$ cat src/pura_pkg.sv
// ----------------------------------------------------------------------------
// pura_pkg
// shared types, formats and constants of the pose update core
// ----------------------------------------------------------------------------
package pura_pkg;

   // field formats
   localparam int POSITION_BITS  = 32;
   localparam int ANGLE_BITS     = 16;
   localparam int ROTATION_STEPS = 16;
   localparam int MAX_STEPS      = 24;

   // datapath formats
   localparam int GUARD_BITS = 8;
   localparam int LEN_BITS   = POSITION_BITS - 1;
   localparam int PROD_BITS  = LEN_BITS + 32;
   localparam int MAG_BITS   = LEN_BITS + GUARD_BITS;
   localparam int VEC_BITS   = MAG_BITS + 2;
   localparam int DELTA_BITS = VEC_BITS - GUARD_BITS;
   localparam int SUM_BITS   = POSITION_BITS + 2;
   localparam int Z_BITS     = 33;

   // limit cordic gain, unsigned q0.32
   localparam logic [31:0] GAIN_Q32 = 32'd2608131496;

   localparam logic [ANGLE_BITS-1:0] HALF_TURN = ANGLE_BITS'(1) << (ANGLE_BITS - 1);

   localparam logic signed [VEC_BITS-1:0] ROUND_HALF = VEC_BITS'(1) << (GUARD_BITS - 1);

   localparam logic signed [SUM_BITS-1:0] POS_MAX =
      SUM_BITS'((SUM_BITS'(1) << (POSITION_BITS - 1)) - SUM_BITS'(1));
   localparam logic signed [SUM_BITS-1:0] POS_MIN = -POS_MAX - SUM_BITS'(1);

   // arctan(2^-i) in 2^32 units per turn
   localparam logic [31:0] ARCTAN_TURNS [MAX_STEPS] = '{
      32'h20000000, 32'h12E4051E, 32'h09FB385B, 32'h051111D4,
      32'h028B0D43, 32'h0145D7E1, 32'h00A2F61E, 32'h00517C55,
      32'h0028BE53, 32'h00145F2F, 32'h000A2F98, 32'h000517CC,
      32'h00028BE6, 32'h000145F3, 32'h0000A2FA, 32'h0000517D,
      32'h000028BE, 32'h0000145F, 32'h00000A30, 32'h00000518,
      32'h0000028C, 32'h00000146, 32'h000000A3, 32'h00000051
   };

   typedef struct packed {
      logic signed [POSITION_BITS-1:0] known_x;
      logic signed [POSITION_BITS-1:0] known_y;
      logic signed [ANGLE_BITS-1:0]    known_heading;
      logic        [LEN_BITS-1:0]      arc_length;
      logic signed [ANGLE_BITS-1:0]    arc_start_angle;
      logic signed [ANGLE_BITS-1:0]    arc_end_angle;
      logic                            target_is_start;
      logic signed [POSITION_BITS-1:0] prior_x;
      logic signed [POSITION_BITS-1:0] prior_y;
      logic signed [ANGLE_BITS-1:0]    prior_heading;
   } req_type;

   typedef struct packed {
      logic signed [POSITION_BITS-1:0] new_x;
      logic signed [POSITION_BITS-1:0] new_y;
      logic signed [ANGLE_BITS-1:0]    new_heading;
      logic                            pose_changed;
   } rsp_type;

   // fields that ride along the pipeline untouched
   typedef struct packed {
      logic signed [POSITION_BITS-1:0] kx;
      logic signed [POSITION_BITS-1:0] ky;
      logic        [POSITION_BITS-1:0] px;
      logic        [POSITION_BITS-1:0] py;
      logic        [ANGLE_BITS-1:0]    ph;
      logic        [ANGLE_BITS-1:0]    nh;
   } carry_type;

   typedef struct packed {
      carry_type                carry;
      logic                     flip;
      logic [MAG_BITS-1:0]      mag;
      logic signed [Z_BITS-1:0] z;
   } prep_type;

   typedef struct packed {
      carry_type                  carry;
      logic signed [VEC_BITS-1:0] vx;
      logic signed [VEC_BITS-1:0] vy;
      logic signed [Z_BITS-1:0]   z;
   } rot_type;

   typedef struct packed {
      carry_type                  carry;
      logic signed [SUM_BITS-1:0] sx;
      logic signed [SUM_BITS-1:0] sy;
   } sum_type;

endpackage

$ cat src/pura_rotate_stage.sv
// ----------------------------------------------------------------------------
// pura_rotate_stage
// one registered cordic micro-rotation with its own valid and ready
// ----------------------------------------------------------------------------
module pura_rotate_stage #(
   parameter int STEP = 0
) (
   input  logic               clock,
   input  logic               reset,
   input  logic               in_valid,
   output logic               in_ready,
   input  pura_pkg::rot_type  in_data,
   output logic               out_valid,
   input  logic               out_ready,
   output pura_pkg::rot_type  out_data
);

   logic                                 valid_ff;
   pura_pkg::rot_type                    data_ff;
   pura_pkg::rot_type                    data_in;
   logic signed [pura_pkg::VEC_BITS-1:0] sx;
   logic signed [pura_pkg::VEC_BITS-1:0] sy;
   logic signed [pura_pkg::Z_BITS-1:0]   atan;

   assign in_ready  = !valid_ff || out_ready;
   assign out_valid = valid_ff;
   assign out_data  = data_ff;

   always_comb begin
      sx   = in_data.vx >>> STEP;
      sy   = in_data.vy >>> STEP;
      atan = pura_pkg::Z_BITS'(pura_pkg::ARCTAN_TURNS[STEP]);
      data_in       = in_data;
      // non-negative residual angle rotates counter-clockwise
      if (!in_data.z[pura_pkg::Z_BITS-1]) begin
         data_in.vx = in_data.vx - sy;
         data_in.vy = in_data.vy + sx;
         data_in.z  = in_data.z - atan;
      end else begin
         data_in.vx = in_data.vx + sy;
         data_in.vy = in_data.vy - sx;
         data_in.z  = in_data.z + atan;
      end
   end

   always_ff @(posedge clock) begin
      if (reset) begin
         valid_ff <= 1'b0;
      end else if (in_ready) begin
         valid_ff <= in_valid;
      end
   end

   always_ff @(posedge clock) begin
      if (in_ready && in_valid) begin
         data_ff <= data_in;
      end
   end

endmodule

$ cat config.mk
export PLATFORM = sky130hd
export DESIGN_NAME = pura_rotate_stage
export DESIGN_NICKNAME = d
export VERILOG_FILES = /design/src/pura_pkg.sv /design/src/pura_rotate_stage.sv
export SDC_FILE = /design/constraint.sdc
export NUM_CORES = 1
export LEC_CHECK = 0
export BUFFER_PORTS_ARGS = -buffer_cell sky130_fd_sc_hd__clkbuf_2
export CAP_MARGIN = 40
export CORE_AREA = 5 5 213 215
export DETAILED_ROUTE_END_ITERATION = 6
export DIE_AREA = 0 0 218 220
export GPL_ROUTABILITY_DRIVEN = 0
export PLACE_DENSITY = 0.61
export SETUP_SLACK_MARGIN = 0.2
export SYNTH_ARGS = -nofsm -noshare
export SYNTH_HDL_FRONTEND = slang
export SYNTH_SLANG_ARGS = --single-unit
$ cat constraint.sdc
create_clock -name clock -period 22 [get_ports clock]
set_input_delay 4.4 -clock clock [delete_from_list [all_inputs] [get_ports clock]]
set_output_delay 4.4 -clock clock [all_outputs]
set_load 0.01 [all_outputs]
==> metrics.txt <==
# TYPE chip_impl_metric gauge
chip_impl_metric{name="clock_network_latency_to_the_later_pin_of_the_worst_skew_pair",unit="ps"} 550
chip_impl_metric{name="io_port_bufs",unit=""} 555
chip_impl_metric{name="vdd.ir_drop.worst",unit="V"} 0.0000491
chip_impl_metric{name="ys.warnings.count",unit=""} 0
chip_impl_metric{name="crit_path_max_fanout",unit=""} 3
chip_impl_metric{name="cts_setup_buffers",unit=""} 0
chip_impl_metric{name="ffs_latches_synth",unit=""} 275
chip_impl_metric{name="dr_wl_met2",unit="mm"} 33.2
chip_impl_metric{name="fill_cells",unit=""} 4108
chip_impl_metric{name="detailed_placer_s_ending_hpwl",unit="mm"} 56.4
chip_impl_metric{name="synth.mux.area_fraction",unit="%"} 0.812
chip_impl_metric{name="synth_enable_flop_cells",unit=""} 274
chip_impl_metric{name="finalWorstSetupSlack",unit="ps"} 12750
chip_impl_metric{name="seq_total_area_yosys",unit="%"} 51.5
chip_impl_metric{name="design_area",unit="µm²"} 20500
chip_impl_metric{name="wl_per_cell",unit="µm"} 26.6
chip_impl_metric{name="grt_pass1_vias",unit=""} 14000
chip_impl_metric{name="pre_cts_ws",unit="ps"} 12750
chip_impl_metric{name="final_core_utilization",unit="%"} 47.1
chip_impl_metric{name="final_nets",unit=""} 2414
chip_impl_info{name="critical_path_type",value="primary input to output pin"} 1
chip_impl_metric{name="clkSinkCount",unit=""} 275
chip_impl_metric{name="fin_worst_hold_slack",unit="ps"} 687
chip_impl_metric{name="grt_usage",unit="%"} 27.4
chip_impl_metric{name="synth.avg_cell_area",unit="µm²"} 10.9
chip_impl_metric{name="drv_slew",unit=""} 0
chip_impl_metric{name="final.min_clock_period",unit="ps"} 9250
chip_impl_metric{name="synth_compound_area_share",unit="%"} 18.9
chip_impl_metric{name="post_synth_fa_ha_maj_area_fraction",unit="%"} 10.0
chip_impl_info{name="synthTopCellsByArea",value="sky130_fd_sc_hd__edfxtp_1, sky130_fd_sc_hd__ha_1, sky130_fd_sc_hd__a21oi_1"} 1
chip_impl_metric{name="dpl-instance-area",unit="µm²"} 19400
chip_impl_metric{name="dr_total_vias",unit=""} 14600
chip_impl_metric{name="postCtsResizedCells",unit=""} 0
chip_impl_metric{name="drt-initial-drc-count",unit=""} 1656
chip_impl_metric{name="clock_transition_at_the_registers_of_the_reported_paths",unit="ps"} 60
chip_impl_info{name="clk_root_buffer_cell",value="sky130_fd_sc_hd__clkbuf_16"} 1
chip_impl_metric{name="data_required_time_at_the_worst_endpoint",unit="ps"} 17600
chip_impl_metric{name="relSlewSlack",unit="%"} 44.1
chip_impl_metric{name="std_cell_rows",unit=""} 77
chip_impl_metric{name="floorplan.die.width",unit="µm"} 218
chip_impl_info{name="unrepaired_setup_endpoints_after_global_routing",value="false"} 1
chip_impl_metric{name="total_nets_after_synthesis",unit=""} 1872
chip_impl_metric{name="crit_arrival",unit="ps"} 4850
chip_impl_metric{name="initial_core_util",unit="%"} 36.8
chip_impl_metric{name="placed_cells_incl_taps",unit=""} 2564
chip_impl_metric{name="power.leakage",unit="nW"} 8.97
chip_impl_metric{name="design.die.area",unit="µm²"} 48000
chip_impl_metric{name="final_min_period_over_clock_period",unit="%"} 42.0
chip_impl_info{name="yosys_most_used_dff",value="sky130_fd_sc_hd__edfxtp_1"} 1
chip_impl_metric{name="post-synth-top-area-fraction",unit="%"} 51.3
chip_impl_info{name="violations",value="design-rule violations"} 1
chip_impl_metric{name="drcViolationCount",unit=""} 3
chip_impl_metric{name="core_region_area",unit="µm²"} 43500
chip_impl_metric{name="antenna_found_initial",unit=""} 15
chip_impl_metric{name="syn_inst",unit=""} 1467
chip_impl_metric{name="wl",unit="mm"} 69.9
chip_impl_metric{name="y_dimension_of_the_die",unit="µm"} 220
chip_impl_metric{name="grt_pass1_wl",unit="mm"} 96.5
chip_impl_info{name="cts_tree",value="done"} 1
chip_impl_metric{name="postCtsHoldBufs",unit=""} 0
chip_impl_metric{name="dr_wl_met3",unit="mm"} 6.16
chip_impl_info{name="hold_class",value="flop to flop"} 1
chip_impl_metric{name="cellPowerDensity",unit="nW/µm²"} 76.6
chip_impl_metric{name="firstDrtPassIters",unit=""} 7
chip_impl_metric{name="maximum_number_of_pins_on_one_net_before_global_route_repair",unit=""} 72
chip_impl_metric{name="htree_levels",unit=""} 2
chip_impl_metric{name="global_route.overflow_total",unit=""} 0
chip_impl_metric{name="totalPowerFinal",unit="mW"} 1.57
chip_impl_metric{name="cap_viol_max_count",unit=""} 0
chip_impl_metric{name="cts-buffers-inserted",unit=""} 34
chip_impl_metric{name="synth_simple_gate_area_share",unit="%"} 10.1
chip_impl_metric{name="asyncSetResetFlopFracSynth",unit="%"} 0
chip_impl_info{name="synth_top_family_by_area",value="compound AO/OA/AOI/OAI gates"} 1
chip_impl_info{name="top_sig_layer",value="met5"} 1
chip_impl_metric{name="regToRegSetupSlack",unit="ps"} 19300
chip_impl_metric{name="hold_violations",unit=""} 0
chip_impl_metric{name="wl_met1",unit="mm"} 27.6
chip_impl_metric{name="cell_area_synth",unit="µm²"} 16000
chip_impl_metric{name="route.antenna.remaining_nets",unit=""} 0
chip_impl_metric{name="max-clock-path-buffers",unit=""} 3
chip_impl_metric{name="tns",unit="ps"} 0
chip_impl_info{name="startpoint_type",value="primary input"} 1
chip_impl_metric{name="clock-skew-final",unit="ps"} 16.0
chip_impl_metric{name="detail_route.vias_per_cell",unit=""} 5.55
chip_impl_metric{name="synth_xor_area_share",unit="%"} 4.21
chip_impl_info{name="run_status",value="complete, but fails checks"} 1
chip_impl_metric{name="synth.lib_cells_used.distinct",unit=""} 88
chip_impl_metric{name="fmax",unit="GHz"} 0.108
chip_impl_info{name="worstSetupEndpointType",value="output pin"} 1
chip_impl_metric{name="top_level_ports",unit=""} 556
chip_impl_metric{name="syn_to_final_growth",unit="%"} 27.9
chip_impl_info{name="post-synth-top-area-cell",value="sky130_fd_sc_hd__edfxtp_1"} 1
chip_impl_metric{name="fraction_of_final_layout_cells_with_drive_strength_greater_than_1",unit="%"} 31.9
chip_impl_metric{name="final_cells",unit=""} 2630
chip_impl_metric{name="report.final.setup_viol",unit=""} 0
chip_impl_metric{name="timing_worst_slew_pin_value",unit="ps"} 839
## per-layer routing
metal / global-route usage, % / vias to the layer above
li1: - / 6482
met1: 34.5 / 7108
met2: 45.3 / 829
met3: 7.57 / 158
met4: 10.1 / 16
met5: 0 / -
## worst paths after layout
path         startpoint            to  depth (start not counted)
min           out_valid     out_valid                          2
max           out_ready      in_ready                          3
min reg2reg   out_valid     out_valid                          2
max reg2reg   out_valid  out_data[88]                          5
## state kept, by name, summed over array words and instances (netlist names)
signal,flops
out_data,274
out_valid,1
## Yosys cell counts (all sizes together) (4+ instances only)
cell	count
nor2	103
o2111ai	5
xnor2	61
nand2b	8
a31oi	10
o21ai	98
and2	5
xor2	16
fa	4
a21boi	6
clkbuf	30
o21bai	28
nor3	33
a211oi	15
o21a	14
a21o	32
o31ai	17
a221oi	9
or3	10
a2111oi	7
o211ai	13
nand4	17
nand3	23
nor4	12
nor2b	20
o41ai	6
ha	122
a21oi	168
mux2i	13
nor3b	4
nand2	82
inv	120
edfxtp	274
buf	32
## logic make-up after synthesis
logic type / count (synthesis)
DFF: 275
muxes: 13
buffers and inverters: 185
AOI/OAI and AO/OA: 460
and+or+nand+nor: 331
adders and majority gates: 126
xor gates and xnor gates: 77
## cell usage in the layout (no fill, tap or decap), types with 32 or more instances in the layout
cell,instances
sky130_fd_sc_hd__inv_1,116
sky130_fd_sc_hd__edfxtp_1,274
sky130_fd_sc_hd__clkbuf_2,554
sky130_fd_sc_hd__nor3_1,32
sky130_fd_sc_hd__nor2_1,102
sky130_fd_sc_hd__a21o_1,32
sky130_fd_sc_hd__clkbuf_16,35
sky130_fd_sc_hd__ha_1,122
sky130_fd_sc_hd__xnor2_1,61
sky130_fd_sc_hd__nand2_1,81
sky130_fd_sc_hd__o21ai_0,83
sky130_fd_sc_hd__a21oi_1,167
## worst max-delay path, stage by stage
cell and delay, ps:
sky130_fd_sc_hd__clkbuf_2 70, sky130_fd_sc_hd__nand2b_1 190, sky130_fd_sc_hd__clkbuf_2 180
## cell type report
| class | count | area (µm²) | share of cell area [%] |
|---|---|---|---|
| antenna | 5 | 12.5 | 0.0610 |
| clock buffer | 44 | 910 | 4.44 |
| clock inverter | 16 | 154 | 0.751 |
| inverter | 123 | 462 | 2.25 |
| multi-input combinational | 1007 | 7050 | 34.4 |
| sequential | 275 | 8250 | 40.2 |
| tap | 592 | 741 | 3.61 |
| timing repair buffer | 568 | 2930 | 14.3 |
## where the power goes
part | total (mW) | switching, mW | internal (mW) | leakage [nW]
Sequential | 0.652 | 0.0164 | 0.635 | 2.66
Combinational | 0.369 | 0.239 | 0.130 | 5.79
Clock | 0.550 | 0.233 | 0.318 | 0.520
Total | 1.57 | 0.488 | 1.08 | 8.97
No activity file was read; power rests on OpenSTA's default activity.
